## config.mk

```make
export PLATFORM = sky130hd
export DESIGN_NAME = average_pool_window_flat
export DESIGN_NICKNAME = d
export VERILOG_FILES = /design/src/rtl/core/apw_pkg.sv /design/src/rtl/core/apw_stream_if.sv /design/src/rtl/core/apw_ram.sv /design/src/rtl/core/apw_front.sv /design/src/rtl/core/apw_queue.sv /design/src/rtl/core/apw_back.sv /design/src/rtl/core/average_pool_window.sv /design/src/flat_wrapper.sv
export SDC_FILE = /design/constraint.sdc
export NUM_CORES = 2
export LEC_CHECK = 0
export BUFFER_PORTS_ARGS = -buffer_cell sky130_fd_sc_hd__clkbuf_2
export CAP_MARGIN = 20
export CORE_MARGIN = 5
export CORE_UTILIZATION = 55
export DETAILED_ROUTE_END_ITERATION = 10
export PLACE_DENSITY = 0.71
export SLEW_MARGIN = 20
export SYNTH_ARGS = -nofsm -noshare
export SYNTH_HDL_FRONTEND = slang
export SYNTH_SLANG_ARGS = --single-unit
```

## constraint.sdc

```tcl
create_clock -name clk -period 18.5 [get_ports clk]
set_input_delay 0.925 -clock clk [delete_from_list [all_inputs] [get_ports clk]]
set_output_delay 0.925 -clock clk [all_outputs]
set_load 0.005 [all_outputs]
```

## src/rtl/core/apw_pkg.sv

```systemverilog
// Package: shared constants, register codes and the front-to-back command word.
`default_nettype none

package apw_pkg;

	localparam int SAMPLE_W       = 16;
	localparam int IDX_W          = 7;
	localparam int SUM_DEPTH      = 128;
	localparam int CFG_W          = 9;
	localparam int APB_AW         = 3;
	localparam int APB_DW         = 32;
	localparam int QUEUE_DEPTH    = 4;

	localparam int POOL_SIZE_DEF  = 2;
	localparam int MAX_WIDTH_DEF  = 256;
	localparam int MAX_HEIGHT_DEF = 256;

	localparam logic [CFG_W-1:0] ROW_LENGTH_RST = 9'd24;
	localparam logic [CFG_W-1:0] ROW_TOTAL_RST  = 9'd24;

	// register index, taken from paddr[2]
	typedef enum logic {
		REG_ROW_LENGTH = 1'b0,
		REG_ROW_TOTAL  = 1'b1
	} reg_idx_t;

	// position of a window in the pooled map
	typedef struct packed {
		logic [IDX_W-1:0] wr;
		logic [IDX_W-1:0] wc;
		logic             frame_last;
	} tag_t;

	// one in-window sample with its place inside the window
	typedef struct packed {
		logic signed [SAMPLE_W-1:0] sample;
		logic                       cc_first;
		logic                       cc_last;
		logic                       rr_first;
		logic                       rr_last;
		tag_t                       tag;
	} cmd_t;

endpackage

`default_nettype wire

```

## src/rtl/core/apw_stream_if.sv

```systemverilog
// Interfaces: valid/ready channels for feature samples and pooled words.
`default_nettype none

interface apw_feature_if;
	logic                 valid;
	logic                 ready;
	logic signed [15:0]   sample;

	modport source (output valid, output sample, input ready);
	modport sink   (input valid, input sample, output ready);
endinterface

interface apw_pooled_if;
	logic                 valid;
	logic                 ready;
	logic signed [15:0]   average;
	logic [6:0]           out_row;
	logic [6:0]           out_col;
	logic                 frame_last;

	modport source (output valid, output average, output out_row, output out_col,
		output frame_last, input ready);
	modport sink   (input valid, input average, input out_row, input out_col,
		input frame_last, output ready);
endinterface

`default_nettype wire

```

## src/rtl/core/apw_ram.sv

```systemverilog
// Generic single-write, single-read RAM with registered read data.
`default_nettype none

module apw_ram #(
	parameter int WIDTH = 16,
	parameter int DEPTH = 128
) (
	input  wire logic                     clk,
	input  wire logic                     we,
	input  wire logic [$clog2(DEPTH)-1:0] waddr,
	input  wire logic [WIDTH-1:0]         wdata,
	input  wire logic                     re,
	input  wire logic [$clog2(DEPTH)-1:0] raddr,
	output logic      [WIDTH-1:0]         rdata
);

	logic [WIDTH-1:0] mem_q [DEPTH];

	always_ff @(posedge clk) begin
		if (we) begin
			mem_q[waddr] <= wdata;
		end
		if (re) begin
			rdata <= mem_q[raddr];
		end
	end

endmodule

`default_nettype wire

```

## src/rtl/core/apw_front.sv

```systemverilog
// Front end: raster counters, window classification, command push.
`default_nettype none

module apw_front #(
	parameter int POOL_SIZE  = apw_pkg::POOL_SIZE_DEF,
	parameter int MAX_WIDTH  = apw_pkg::MAX_WIDTH_DEF,
	parameter int MAX_HEIGHT = apw_pkg::MAX_HEIGHT_DEF
) (
	input  wire logic                        clk,
	input  wire logic                        arst_n,
	apw_feature_if.sink                      feature,
	input  wire logic [apw_pkg::CFG_W-1:0]   row_length,
	input  wire logic [apw_pkg::CFG_W-1:0]   row_total,
	output logic                             push_valid,
	input  wire logic                        push_ready,
	output apw_pkg::cmd_t                    push_data
);

	localparam int CW   = $clog2(MAX_WIDTH);
	localparam int RW   = $clog2(MAX_HEIGHT);
	localparam int CMPW = ((CW > apw_pkg::CFG_W) ? CW : apw_pkg::CFG_W) + 2;
	localparam int RMPW = ((RW > apw_pkg::CFG_W) ? RW : apw_pkg::CFG_W) + 2;
	localparam int PCW  = (POOL_SIZE > 1) ? $clog2(POOL_SIZE) : 1;
	localparam int IW   = apw_pkg::IDX_W;

	logic [CW-1:0]  col_q, wc_q;
	logic [RW-1:0]  row_q, wr_q;
	logic [PCW-1:0] cc_q, rr_q;

	logic [CMPW-1:0] width_c, col_ext, wstart_c, cfg_w_ext;
	logic [RMPW-1:0] height_c, row_ext, wstart_r, cfg_h_ext;
	logic            in_col, in_row, last_col, last_row, col_wrap, row_wrap;
	logic            cc_end, rr_end, accept;

	// clamp the map size to [2, MAX]
	always_comb begin
		cfg_w_ext = CMPW'(row_length);
		cfg_h_ext = RMPW'(row_total);
		if (cfg_w_ext < CMPW'(2)) width_c = CMPW'(2);
		else if (cfg_w_ext > CMPW'(MAX_WIDTH)) width_c = CMPW'(MAX_WIDTH);
		else width_c = cfg_w_ext;
		if (cfg_h_ext < RMPW'(2)) height_c = RMPW'(2);
		else if (cfg_h_ext > RMPW'(MAX_HEIGHT)) height_c = RMPW'(MAX_HEIGHT);
		else height_c = cfg_h_ext;
	end

	// a window fits when its first position plus POOL_SIZE stays within the map;
	// it is the last one when the next window would not fit
	always_comb begin
		col_ext  = CMPW'(col_q);
		row_ext  = RMPW'(row_q);
		wstart_c = col_ext - CMPW'(cc_q);
		wstart_r = row_ext - RMPW'(rr_q);
		in_col   = (wstart_c + CMPW'(POOL_SIZE)) <= width_c;
		in_row   = (wstart_r + RMPW'(POOL_SIZE)) <= height_c;
		last_col = (wstart_c + CMPW'(2 * POOL_SIZE)) > width_c;
		last_row = (wstart_r + RMPW'(2 * POOL_SIZE)) > height_c;
		col_wrap = (col_ext + CMPW'(1)) >= width_c;
		row_wrap = (row_ext + RMPW'(1)) >= height_c;
		cc_end   = cc_q == PCW'(POOL_SIZE - 1);
		rr_end   = rr_q == PCW'(POOL_SIZE - 1);
	end

	assign feature.ready = push_ready;
	assign accept        = feature.valid && push_ready;
	assign push_valid    = feature.valid && in_col && in_row;

	always_comb begin
		push_data.sample         = feature.sample;
		push_data.cc_first       = cc_q == '0;
		push_data.cc_last        = cc_end;
		push_data.rr_first       = rr_q == '0;
		push_data.rr_last        = rr_end;
		push_data.tag.wr         = IW'(wr_q);
		push_data.tag.wc         = IW'(wc_q);
		push_data.tag.frame_last = last_col && last_row;
	end

	always_ff @(posedge clk or negedge arst_n) begin
		if (!arst_n) begin
			col_q <= '0;
			cc_q  <= '0;
			wc_q  <= '0;
			row_q <= '0;
			rr_q  <= '0;
			wr_q  <= '0;
		end else if (accept) begin
			if (col_wrap) begin
				col_q <= '0;
				cc_q  <= '0;
				wc_q  <= '0;
				if (row_wrap) begin
					row_q <= '0;
					rr_q  <= '0;
					wr_q  <= '0;
				end else begin
					row_q <= row_q + RW'(1);
					rr_q  <= rr_end ? '0 : rr_q + PCW'(1);
					wr_q  <= rr_end ? wr_q + RW'(1) : wr_q;
				end
			end else begin
				col_q <= col_q + CW'(1);
				cc_q  <= cc_end ? '0 : cc_q + PCW'(1);
				wc_q  <= cc_end ? wc_q + CW'(1) : wc_q;
			end
		end
	end

endmodule

`default_nettype wire

```

## src/rtl/core/apw_queue.sv

```systemverilog
// Short command queue between the front end and the back end.
`default_nettype none

module apw_queue (
	input  wire logic           clk,
	input  wire logic           arst_n,
	input  wire logic           push_valid,
	output logic                push_ready,
	input  wire apw_pkg::cmd_t  push_data,
	output logic                pop_valid,
	input  wire logic           pop_ready,
	output apw_pkg::cmd_t       pop_data
);

	localparam int DEPTH = apw_pkg::QUEUE_DEPTH;
	localparam int AW    = $clog2(DEPTH);

	apw_pkg::cmd_t  slot_q [DEPTH];
	logic [AW-1:0]  wptr_q, rptr_q;
	logic [AW:0]    cnt_q;
	logic           do_push, do_pop;

	assign push_ready = cnt_q != (AW + 1)'(DEPTH);
	assign pop_valid  = cnt_q != '0;
	assign pop_data   = slot_q[rptr_q];
	assign do_push    = push_valid && push_ready;
	assign do_pop     = pop_valid && pop_ready;

	always_ff @(posedge clk) begin
		if (do_push) begin
			slot_q[wptr_q] <= push_data;
		end
	end

	always_ff @(posedge clk or negedge arst_n) begin
		if (!arst_n) begin
			wptr_q <= '0;
			rptr_q <= '0;
			cnt_q  <= '0;
		end else begin
			if (do_push) wptr_q <= wptr_q + AW'(1);
			if (do_pop)  rptr_q <= rptr_q + AW'(1);
			unique case ({do_push, do_pop})
				2'b10:   cnt_q <= cnt_q + (AW + 1)'(1);
				2'b01:   cnt_q <= cnt_q - (AW + 1)'(1);
				default: cnt_q <= cnt_q;
			endcase
		end
	end

	a_cnt_bound: assert property (@(posedge clk) disable iff (!arst_n)
		cnt_q <= (AW + 1)'(DEPTH))
		else $error("queue count beyond depth");

	a_head_holds: assert property (@(posedge clk) disable iff (!arst_n)
		pop_valid && !pop_ready && !do_push |=> pop_valid && $stable(pop_data))
		else $error("queue head changed while stalled");

endmodule

`default_nettype wire

```

## src/rtl/core/apw_back.sv

```systemverilog
// Back end: running sums, column-sum store, divide by window area, output register.
`default_nettype none

module apw_back #(
	parameter int POOL_SIZE = apw_pkg::POOL_SIZE_DEF
) (
	input  wire logic           clk,
	input  wire logic           arst_n,
	input  wire logic           pop_valid,
	output logic                pop_ready,
	input  wire apw_pkg::cmd_t  pop_data,
	apw_pooled_if.source        pooled
);

	localparam int AREA  = POOL_SIZE * POOL_SIZE;
	localparam int SW    = apw_pkg::SAMPLE_W;
	localparam int SUM_W = SW + $clog2(AREA);
	localparam int K     = SUM_W + 4;
	localparam int PW    = SUM_W + K + 1;
	localparam int DEPTH = apw_pkg::SUM_DEPTH;
	// ceil(2^K / AREA): exact floor division for every magnitude below 2^SUM_W
	localparam logic [K:0] RECIP = (K + 1)'(((64'd1 << K) + 64'(AREA) - 64'd1) / 64'(AREA));

	logic signed [SUM_W-1:0] run_sum_q;
	logic                    valid_s1, valid_s2, valid_s3, out_v_q;
	apw_pkg::cmd_t           cmd_s1;
	logic signed [SUM_W-1:0] total_s2;
	apw_pkg::tag_t           tag_s2, tag_s3;
	logic [PW-1:0]           prod_s3;
	logic                    neg_s3;

	logic                    out_free, s3_adv, s3_free, s2_adv, s2_free, s1_adv, s1_free;
	logic                    pop;
	logic                    ram_we, ram_re;
	logic [SUM_W-1:0]        ram_rdata;
	logic signed [SUM_W-1:0] total_c, sample_ext;
	logic [SUM_W-1:0]        mag_c;
	logic [SW:0]             quot_c, avg_c;

	// elastic chain: each stage advances when the one after it frees up
	assign out_free  = !out_v_q || pooled.ready;
	assign s3_adv    = valid_s3 && out_free;
	assign s3_free   = !valid_s3 || s3_adv;
	assign s2_adv    = valid_s2 && s3_free;
	assign s2_free   = !valid_s2 || s2_adv;
	assign s1_adv    = valid_s1 && s2_free;
	assign s1_free   = !valid_s1 || s1_adv;
	assign pop_ready = s1_free;
	assign pop       = pop_valid && s1_free;

	// read the stored column sum as the window row closes; data lands with s1
	assign ram_re = pop && pop_data.cc_last && !pop_data.rr_first;
	assign ram_we = s1_adv && !cmd_s1.rr_last;

	always_comb begin
		sample_ext = SUM_W'(pop_data.sample);
		// run_sum_q belongs to the s1 word: no pop can replace it while s1 waits
		total_c = run_sum_q + (cmd_s1.rr_first ? '0 : $signed(ram_rdata));
		mag_c   = total_s2[SUM_W-1] ? (~total_s2 + SUM_W'(1)) : total_s2;
		quot_c  = prod_s3[K +: SW + 1];
		avg_c   = neg_s3 ? ((SW + 1)'(0) - quot_c) : quot_c;
	end

	apw_ram #(
		.WIDTH (SUM_W),
		.DEPTH (DEPTH)
	) u_col_sums (
		.clk   (clk),
		.we    (ram_we),
		.waddr (cmd_s1.tag.wc),
		.wdata (total_c),
		.re    (ram_re),
		.raddr (pop_data.tag.wc),
		.rdata (ram_rdata)
	);

	always_ff @(posedge clk or negedge arst_n) begin
		if (!arst_n) begin
			run_sum_q <= '0;
			valid_s1  <= 1'b0;
			valid_s2  <= 1'b0;
			valid_s3  <= 1'b0;
			out_v_q   <= 1'b0;
		end else begin
			if (pop) begin
				run_sum_q <= pop_data.cc_first ? sample_ext : run_sum_q + sample_ext;
			end
			if (s1_free) valid_s1 <= pop && pop_data.cc_last;
			if (s2_free) valid_s2 <= s1_adv && cmd_s1.rr_last;
			if (s3_free) valid_s3 <= s2_adv;
			if (out_free) out_v_q <= s3_adv;
		end
	end

	always_ff @(posedge clk) begin
		if (pop) begin
			cmd_s1 <= pop_data;
		end
		if (s1_adv && cmd_s1.rr_last) begin
			total_s2 <= total_c;
			tag_s2   <= cmd_s1.tag;
		end
		if (s2_adv) begin
			prod_s3 <= PW'(mag_c) * PW'(RECIP);
			neg_s3  <= total_s2[SUM_W-1];
			tag_s3  <= tag_s2;
		end
		if (s3_adv) begin
			pooled.average    <= avg_c[SW-1:0];
			pooled.out_row    <= tag_s3.wr;
			pooled.out_col    <= tag_s3.wc;
			pooled.frame_last <= tag_s3.frame_last;
		end
	end

	assign pooled.valid = out_v_q;

	a_row_close_no_result: assert property (@(posedge clk) disable iff (!arst_n)
		s1_adv && !cmd_s1.rr_last |=> !valid_s2)
		else $error("window row close produced a result word");

	a_ram_no_collide: assert property (@(posedge clk) disable iff (!arst_n)
		!(ram_we && ram_re))
		else $error("column-sum read and write in one cycle");

	a_s3_holds: assert property (@(posedge clk) disable iff (!arst_n)
		valid_s3 && out_v_q && !pooled.ready |=> valid_s3 && $stable(prod_s3))
		else $error("divide stage lost its word under stall");

endmodule

`default_nettype wire

```

## src/rtl/core/average_pool_window.sv

```systemverilog
// Top level: streaming average pooling over non-overlapping square windows.
//
//   channel   kind        word                                   accepted when
//   --------  ----------  -------------------------------------  ------------------------
//   feature   sink        sample (Q8.8, raster order)            valid && ready
//   pooled    source      average, out_row, out_col, frame_last  valid && ready
//   apb       cfg slave   row_length @0x0, row_total @0x4        psel && penable && pwrite
//
// Throughput is one sample word per cycle while feature.ready is high; nothing in the path
// loops back on itself across more than one register, so a window result does not hold up samples.
// After its bottom-right sample is accepted, a result word passes the queue, s1 (pop
// with sum and RAM read), s2 (RAM add), s3 (reciprocal multiply) and the output register.
// Reset clears counters, running sum and valid bits; the column-sum RAM is not
// cleared and needs no clearing pass, since each entry is written before it is read.
// A stalled pooled port fills the back pipeline, then the four-word queue, then
// drops feature.ready; trailing samples outside a whole window only advance counters.
`default_nettype none

module average_pool_window #(
	parameter int POOL_SIZE  = apw_pkg::POOL_SIZE_DEF,
	parameter int MAX_WIDTH  = apw_pkg::MAX_WIDTH_DEF,
	parameter int MAX_HEIGHT = apw_pkg::MAX_HEIGHT_DEF
) (
	input  wire logic                         clk,
	input  wire logic                         arst_n,
	apw_feature_if.sink                       feature,
	apw_pooled_if.source                      pooled,
	input  wire logic                         psel,
	input  wire logic                         penable,
	input  wire logic                         pwrite,
	input  wire logic [apw_pkg::APB_AW-1:0]   paddr,
	input  wire logic [apw_pkg::APB_DW-1:0]   pwdata,
	output logic      [apw_pkg::APB_DW-1:0]   prdata,
	output logic                              pready
);

	localparam int CFG_W = apw_pkg::CFG_W;
	localparam int DW    = apw_pkg::APB_DW;

	logic [CFG_W-1:0]  row_length_q, row_total_q;
	logic              cfg_write;
	apw_pkg::reg_idx_t reg_sel;

	logic              push_valid, push_ready, pop_valid, pop_ready;
	apw_pkg::cmd_t     push_data, pop_data;

	// config port: zero wait states, write at the access phase
	assign pready    = 1'b1;
	assign cfg_write = psel && penable && pwrite && pready;
	assign reg_sel   = apw_pkg::reg_idx_t'(paddr[2]);

	always_ff @(posedge clk or negedge arst_n) begin
		if (!arst_n) begin
			row_length_q <= apw_pkg::ROW_LENGTH_RST;
			row_total_q  <= apw_pkg::ROW_TOTAL_RST;
		end else if (cfg_write) begin
			unique case (reg_sel)
				apw_pkg::REG_ROW_LENGTH: row_length_q <= pwdata[CFG_W-1:0];
				apw_pkg::REG_ROW_TOTAL:  row_total_q  <= pwdata[CFG_W-1:0];
				default:                 row_length_q <= row_length_q;
			endcase
		end
	end

	always_comb begin
		unique case (reg_sel)
			apw_pkg::REG_ROW_LENGTH: prdata = DW'(row_length_q);
			apw_pkg::REG_ROW_TOTAL:  prdata = DW'(row_total_q);
			default:                 prdata = '0;
		endcase
	end

	// front: counters and window classification
	apw_front #(
		.POOL_SIZE  (POOL_SIZE),
		.MAX_WIDTH  (MAX_WIDTH),
		.MAX_HEIGHT (MAX_HEIGHT)
	) u_front (
		.clk        (clk),
		.arst_n     (arst_n),
		.feature    (feature),
		.row_length (row_length_q),
		.row_total  (row_total_q),
		.push_valid (push_valid),
		.push_ready (push_ready),
		.push_data  (push_data)
	);

	// decouple front and back so each side stalls on its own
	apw_queue u_queue (
		.clk        (clk),
		.arst_n     (arst_n),
		.push_valid (push_valid),
		.push_ready (push_ready),
		.push_data  (push_data),
		.pop_valid  (pop_valid),
		.pop_ready  (pop_ready),
		.pop_data   (pop_data)
	);

	// back: sums, line store, divide, output word
	apw_back #(
		.POOL_SIZE (POOL_SIZE)
	) u_back (
		.clk       (clk),
		.arst_n    (arst_n),
		.pop_valid (pop_valid),
		.pop_ready (pop_ready),
		.pop_data  (pop_data),
		.pooled    (pooled)
	);

endmodule

`default_nettype wire
```

## src/flat_wrapper.sv

```systemverilog
// flat-port wrapper written by rule: the top's interface ports become plain ports
module average_pool_window_flat 
#(
	parameter int POOL_SIZE  = apw_pkg::POOL_SIZE_DEF,
	parameter int MAX_WIDTH  = apw_pkg::MAX_WIDTH_DEF,
	parameter int MAX_HEIGHT = apw_pkg::MAX_HEIGHT_DEF
)
  (clk, arst_n, psel, penable, pwrite, paddr, pwdata, prdata, pready, feature_valid, feature_sample, feature_ready, pooled_valid, pooled_average, pooled_out_row, pooled_out_col, pooled_frame_last, pooled_ready);
  apw_feature_if feature_i ();
  apw_pooled_if pooled_i ();
  input  wire logic clk;
  input  wire logic arst_n;
  input  wire logic psel;
  input  wire logic penable;
  input  wire logic pwrite;
  input  wire logic [apw_pkg::APB_AW-1:0] paddr;
  input  wire logic [apw_pkg::APB_DW-1:0] pwdata;
  output logic      [apw_pkg::APB_DW-1:0] prdata;
  output logic pready;
  input wire logic [$bits(feature_i.valid)-1:0] feature_valid;
  input wire logic [$bits(feature_i.sample)-1:0] feature_sample;
  output wire logic [$bits(feature_i.ready)-1:0] feature_ready;
  output wire logic [$bits(pooled_i.valid)-1:0] pooled_valid;
  output wire logic [$bits(pooled_i.average)-1:0] pooled_average;
  output wire logic [$bits(pooled_i.out_row)-1:0] pooled_out_row;
  output wire logic [$bits(pooled_i.out_col)-1:0] pooled_out_col;
  output wire logic [$bits(pooled_i.frame_last)-1:0] pooled_frame_last;
  input wire logic [$bits(pooled_i.ready)-1:0] pooled_ready;
  assign feature_i.valid = feature_valid;
  assign feature_i.sample = feature_sample;
  assign feature_ready = feature_i.ready;
  assign pooled_valid = pooled_i.valid;
  assign pooled_average = pooled_i.average;
  assign pooled_out_row = pooled_i.out_row;
  assign pooled_out_col = pooled_i.out_col;
  assign pooled_frame_last = pooled_i.frame_last;
  assign pooled_i.ready = pooled_ready;
  average_pool_window #(.POOL_SIZE(POOL_SIZE), .MAX_WIDTH(MAX_WIDTH), .MAX_HEIGHT(MAX_HEIGHT)) u_core (.clk(clk), .arst_n(arst_n), .feature(feature_i), .pooled(pooled_i), .psel(psel), .penable(penable), .pwrite(pwrite), .paddr(paddr), .pwdata(pwdata), .prdata(prdata), .pready(pready));
endmodule
```

Yosys cells after proc, flatten, opt, wreduce, memory -nomap -nowiden
Memories as Yosys holds them, arrays and structs flattened. A register that Yosys moved wholly into a read port is not among the register bits. Cells that the tools add are included. W data, S select, Z words.

Logic and storage cells: 134. Memories kept: 2. Memory bits (read-only): 0. Latch bits: 0. RAM bits: 2444. Register bits after elaboration: 196.

Memories: u_core.u_back.u_col_sums.mem_q (depth 128, bits a word 18, read ports 1, clocked after memory_dff 1, write ports 1, line apw_ram.sv:17) `logic [WIDTH-1:0] mem_q [DEPTH];`; u_core.u_queue.slot_q (depth 4, bits a word 35, read ports 1, clocked after memory_dff 0, write ports 1, line apw_queue.sv:18) `apw_pkg::cmd_t slot_q [DEPTH];`.

$lt $le $gt $ge: 10. Multiply operators: 0. Shift operators: 0. Multiplexer cells: 24. Bitwise gates (word level): 4. Reduce and logical (&&, ||, !) cells: 34. Equality and inequality tests: 3. Add/subtract/negate cells: 22. Div/mod/pow operators: 0.

Operators with widths (number): $pmux W32 S2 (1); $mux W8 (6); $mux W18 (2); $add A8 B1 Y8 const B (4); $mux W9 (3); $ge A9 B11 Y1 (2); $gt A11 B11 Y1 (2); $le A11 B11 Y1 (2); $add A9 B3 Y10 const B (2); $add A9 B4 Y10 const B (2); $add A18 B16 Y18 (1); $add A18 B18 Y18 (1); $add A18 B2 Y18 const B (1); $add A8 B1 Y9 const B (2); $gt A9 B9 Y1 const B (2); $lt A9 B2 Y1 const B (2); $not A18 Y18 (1); $sub A8 B1 Y9 (2); $mux W17 (1); $mux W16 (1); $sub A1 B16 Y16 const A (1); $logic_and A1 B1 Y1 (15); $mux W11 (1); $mux W1 (8); other kinds (15) (32).

Logic depth before layout (Yosys ltp)
Depth in word-level cells: 11. Depth in mapped cells: 24. Mapped depth without buffers: 24.

By module
A second synthesis with hierarchy kept.

Cell total of the unflattened synthesis: 4793. Area total of the unflattened synthesis: 105866.5 µm².

By module, submodules not included: apw_ram (area an instance 88427.3 µm², cells each 3449, instances 1); apw_back (area an instance 6781.5 µm², cells each 560, instances 1); apw_queue (area an instance 5474.0 µm², cells each 220, instances 1); apw_front (area an instance 4180.3 µm², cells each 490, instances 1); average_pool_window (area an instance 1003.5 µm², cells each 74, instances 1).

Worst setup path before layout
OpenSTA, ideal clock, no wires.

Path kind: register to register. From: reg u_core.u_back.cmd_s1[16] (netlist name). To: reg u_core.u_back.total_s2[16] (data pin). Path buffers: 0. Setup slack: 11.360 ns. Stages on the path, launching flop included: 14. Arrival: 6.207 ns. Period minus slack after synthesis: 7.140 ns. Setup time: 0.932 ns. Data required time: 17.568 ns. Cell sequence: edfxtp_1 -> nor2b_1 -> ha_1 -> inv_1 -> fa_1 -> nor2b_1 -> o21ai_0 -> a21boi_0 -> o211a_1 -> o2111ai_1 -> a31oi_1 -> a41o_1 -> a21oi_1 -> xnor2_1.

Word-level cells in the longest chain between the ends: 2.

Ends and longest elaborated chain: from (decl) (line apw_back.sv:26) `apw_pkg::cmd_t cmd_s1;`; from (signal assigned) (line apw_back.sv:97) `cmd_s1 <= pop_data;`; $mux W18 (line apw_back.sv:58) `total_c = run_sum_q + (cmd_s1.rr_first ? '0 : $signed(ram_rdata));`; $add A18 B18 Y18 (line apw_back.sv:58); net u_core.u_back.total_c[16] (line apw_back.sv:36) `logic signed [SUM_W-1:0] total_c, sample_ext;`; to (signal assigned) (line apw_back.sv:100) `total_s2 <= total_c;`; to (decl) (line apw_back.sv:27) `logic signed [SUM_W-1:0] total_s2;`.

The timed path passes the listed nets, and every way through them passes these cells. A chain may end at the register's enable or synchronous reset.

Worst setup path in the final report
From: reg u_core.u_queue.rptr_q[1]. To: reg u_core.u_back.u_col_sums.rdata[5] (read register of u_core.u_back.u_col_sums.mem_q) (data pin).

Word-level cells in the longest chain between the ends: 3.

Ends and longest elaborated chain: from (decl) (line apw_queue.sv:19) `logic [AW-1:0] wptr_q, rptr_q;`; from (signal assigned) (line apw_queue.sv:42) `if (do_pop) rptr_q <= rptr_q + AW'(1);`; $mem_v2 Z4 W35 *; $logic_and A1 B1 Y1 or $logic_not A1 Y1 (tied branches) (line apw_back.sv:52) `assign ram_re = pop && pop_data.cc_last && !pop_data.rr_first;`; $logic_and A1 B1 Y1 (line apw_back.sv:52); to (decl) (line apw_ram.sv:14) `output logic [WIDTH-1:0] rdata`.

Mark *: on every way between the ends. The rest lies on a longest branch, timed or not.

==> metrics list <==
- The congestion estimate from routability-driven global placement came to 0.826.
* Number of antenna violations at the first check in global routing: 3
- In the final layout, the multi-input gates occupy 24700 µm².
* Leading cell types in the layout, fill and taps excluded: sky130_fd_sc_hd__edfxtp_1, sky130_fd_sc_hd__mux4_2, sky130_fd_sc_hd__clkbuf_16, sky130_fd_sc_hd__o21ai_0, sky130_fd_sc_hd__buf_4
- At the later pin of the worst-skew pair, clock insertion delay measures 0.92 ns.
- HPWL after detailed placement: 134000 µm
- Summed over all failing endpoints, the final setup total negative slack is 0 ns.
- TritonCTS clock tree: yes
- The path with the worst hold slack has its endpoint at u_core.u_queue.slot_q[3][19].
- Yosys warnings: 0
* Critical path endpoint category: flop
- Final net count: 5494
- Outcome: complete, no violations
* Area share of the leading cell type in the synthesized netlist: 0.739
* Quantity of gates resized following cts: 0
- Startpoint Class: flop
- Vert. Die Dim: 446 µm
- In this run the post-CTS setup repair buffer count came out at 0.
- Maximum buffer depth of the clock tree: 4
- Total placed cells including tap cells: 7555
- Clock tree synthesis inserted a total of 278 buffers.
- Final hold violation count: 0
- Setup slack on the critical path of the routed design comes to 11.82 ns.
- For this run, the share of the core covered by cells in the final layout is 0.621.
- Max-slew violations: 0
- Compared with the post-synthesis result, the final layout area differs by 12.5%.
* Post-synth EDFFs: 2575
- For the pin with the worst max-slew slack, the measured transition is 1.11 ns.
- FF-to-FF End: u_core.u_back.u_col_sums.rdata[5]
- Pre-CTS setup slack: 11.65 ns
- The critical path in this run is classified as reg -> reg.
- Horizontal die dimension: 446 µm
- Ratio of routed vias to standard cells: 6.40
* Path type of the worst min-delay path: in -> reg
* Max-slew headroom: 0.257
* Number of buffer cells added on primary ports: 74
- Counting flops with an async set or reset pin after synthesis yields a share of 0.0298.
* Htree depth: 5
- Clock transition time at the flip-flop clock pins of the worst setup and hold paths: 0.06 ns
- Summing all flip-flop and latch instances after layout gives 79300 µm².
- The clock arrives with 0.0668 ns of skew.
- Among all flip-flop cells after synthesis, the most frequent one is sky130_fd_sc_hd__edfxtp_1.
- Antenna-violating nets left: 0
- Area of the core: 190000 µm²
- Number of register bits inferred by synthesis: 2654
* Number of I/O pins: 124
- The worst register-to-register path has a setup slack of 11.82 ns.
- DIE AREA: 199000 µm²
* Post-synth top area cell: sky130_fd_sc_hd__edfxtp_1
- Once layout is complete, the cells apart from fillers number 8030.
- The first detailed-routing pass took 7 iterations.
- Top cells by area in the synthesized netlist: sky130_fd_sc_hd__edfxtp_1, sky130_fd_sc_hd__mux4_2, sky130_fd_sc_hd__dfrtp_1, sky130_fd_sc_hd__mux2i_1, sky130_fd_sc_hd__ha_1
* Count of vias placed by the detailed router: 51.4k
- WL final: 240000 µm
- WP data arrival: 7.42 ns
* Logic depth of the worst register-to-register path: 10
- Starting density of the core: 0.552
- Entering global routing, the biggest net connects 131 pins.
- Number of filler instances in the final layout: 12.6k
- Average wire length per cell after detail routing: 29.9 µm
* Cell depth of the worst min-delay path: 1
- Number of remaining DRC errors: 0
* Wire length of the first global-routing pass: 351000 µm
* Master cell of the clock root buffer: sky130_fd_sc_hd__clkbuf_16
- Final critical delay including setup and external delays: 6.68 ns
- The number of global-route vias before repair is 51.7k.
- After synthesis, the netlist uses 64 different library cells.
- For this run, the total global-route usage over all layers was measured as 0.242.
- Most common cell after layout, fill and taps aside: sky130_fd_sc_hd__edfxtp_1
- Of the available clock period, the critical path in the final layout requires 0.361.
- Cells after Synth: 5051
- Across the run, the number of max-cap violations was 0.
- Average cell area after synthesis: 20.7 µm²
- Share of the yosys chip area belonging to registers: 0.758
* GRT overflow: 0
- After synthesis the cells add up to 105000 µm².
* CTS Sinks: 2654
- For this run, the top clock speed supported by timing is 0.150 GHz.
- Of all nets on the critical path, the largest fanout is 99.
- For the worst setup path, the data required time is 19.24 ns.
- Source of the worst register-to-register timing path: u_core.u_queue.rptr_q[1]
- Of the cells placed in the final design, the portion with a size suffix greater than 1 is 0.250.
- Setup violations remaining at the end of the flow were counted as 0.
* Setup repair after global routing missed its margin: no
* First DRT Iteration DRCs: 5876
- # rows: 160
- The worst hold path begins at feature_sample[0].
==> worst max path at each step <==
stage / start / end / slack [ns] / depth (start not counted)
after global placement: u_core.u_queue.rptr_q[1] / u_core.u_back.u_col_sums.rdata[0] / 11.62 / 10
after detailed placement: u_core.u_queue.rptr_q[1] / u_core.u_back.u_col_sums.rdata[0] / 11.65 / 10
after floorplan: u_core.u_back.cmd_s1[16] / u_core.u_back.total_s2[16] / 11.36 / 13
after global routing: u_core.u_queue.rptr_q[1] / u_core.u_back.u_col_sums.rdata[0] / 11.20 / 10
after CTS: u_core.u_queue.rptr_q[1] / u_core.u_back.u_col_sums.rdata[0] / 11.61 / 10
final: u_core.u_queue.rptr_q[1] / u_core.u_back.u_col_sums.rdata[5] / 11.82 / 10
==> worst max-delay path, stage by stage (launching register included) <==
cell                      delay [ns]
sky130_fd_sc_hd__dfrtp_1        0.90
sky130_fd_sc_hd__buf_4          0.45
sky130_fd_sc_hd__mux4_4         0.89
sky130_fd_sc_hd__buf_12         0.55
sky130_fd_sc_hd__buf_12         0.58
sky130_fd_sc_hd__buf_4          0.84
sky130_fd_sc_hd__mux4_2         0.40
sky130_fd_sc_hd__mux2i_1        0.16
sky130_fd_sc_hd__o21ai_0        0.91
sky130_fd_sc_hd__nand4_1        0.36
sky130_fd_sc_hd__nor2_1         0.16
==> cells in the mapped netlist, types with 6 or more instances <==
cell type,number
sky130_fd_sc_hd__clkbuf_1,140
sky130_fd_sc_hd__nor4_1,7
sky130_fd_sc_hd__xnor2_1,81
sky130_fd_sc_hd__a21o_1,22
sky130_fd_sc_hd__nand4_1,44
sky130_fd_sc_hd__o21a_1,16
sky130_fd_sc_hd__and3_1,15
sky130_fd_sc_hd__o21bai_1,9
sky130_fd_sc_hd__nor3_1,18
sky130_fd_sc_hd__a221oi_1,144
sky130_fd_sc_hd__xor2_1,30
sky130_fd_sc_hd__mux4_2,610
sky130_fd_sc_hd__dfrtp_1,75
sky130_fd_sc_hd__mux2i_1,149
sky130_fd_sc_hd__ha_1,104
sky130_fd_sc_hd__or4_1,6
sky130_fd_sc_hd__edfxtp_1,2575
sky130_fd_sc_hd__or2_2,6
sky130_fd_sc_hd__nand3_1,27
sky130_fd_sc_hd__o31ai_1,10
sky130_fd_sc_hd__inv_1,40
sky130_fd_sc_hd__or3_1,9
sky130_fd_sc_hd__and2_1,9
sky130_fd_sc_hd__nor2b_1,41
sky130_fd_sc_hd__buf_4,24
sky130_fd_sc_hd__a22o_1,8
sky130_fd_sc_hd__a21oi_1,44
sky130_fd_sc_hd__o21ai_0,229
sky130_fd_sc_hd__nand2b_1,18
sky130_fd_sc_hd__mux2_2,31
sky130_fd_sc_hd__nor2_1,205
sky130_fd_sc_hd__buf_1,92
sky130_fd_sc_hd__buf_2,17
sky130_fd_sc_hd__a211oi_1,6
sky130_fd_sc_hd__nand2_1,122
==> registers in the layout, indices dropped and copies added, names as in the netlist, 15 cells and up <==
signal                          flops
u_core.u_back.total_s2             18
u_core.u_back.tag_s3               15
u_core.u_back.u_col_sums.rdata     18
u_core.u_back.cmd_s1               17
u_core.u_back.run_sum_q            18
u_core.u_back.prod_s3              16
u_core.u_queue.slot_q             140
u_core.u_back.u_col_sums.mem_q   2304
u_core.u_back.pooled.average       16
u_core.u_back.tag_s2               15
==> cells by family (layout without fill, tap and decap cells) <==
family / after synthesis / count (layout) / synth area share
AOI/OAI and AO/OA: 525 / 525 / 0.0333
xor gates and xnor gates: 111 / 111 / 0.00929
adders and majority gates: 107 / 107 / 0.0130
buffers and inverters: 316 / 759 / 0.0124
DFF: 2654 / 2654 / 0.758
muxes: 790 / 790 / 0.149
other: 2 / 27 / 0.0000718
and+or+nand+nor: 546 / 546 / 0.0249
==> layer usage <==
metal	track usage	vias up	routed length [µm]
met5	0	-	27
met4	0.0871	4	8740
met3	0.0469	490	20000
met2	0.392	2402	120000
met1	0.334	27025	91300
li1	-	21500	-
==> timing repair <==
item / 4_1_cts / 5_1_grt
endpoints found under the hold margin: 18 / 0
hold buffers: 1 / 0
setup endpoints to repair: 0 / 0
==> final cells by class <==
type | count | area share
tap | 2511 | 0.0267
inverter | 43 | 0.00139
multi-input combinational | 2103 | 0.210
sequential | 2654 | 0.674
antenna | 3 | 0.0000638
timing repair buffer | 249 | 0.0161
clock inverter | 131 | 0.00981
clock buffer | 336 | 0.0623
==> through the flow <==
stage                     hold slack, ns  area (µm²)
final                              0.246      118000
after global routing               0.201      118000
after CTS                          0.180      118000
after detailed placement           0.405      109000
after global placement             0.402      109000
after floorplan                    0.400      105000
Power is not shown: default switching activity piles up to over one toggle a cycle in this logic, so the estimate is an artifact.
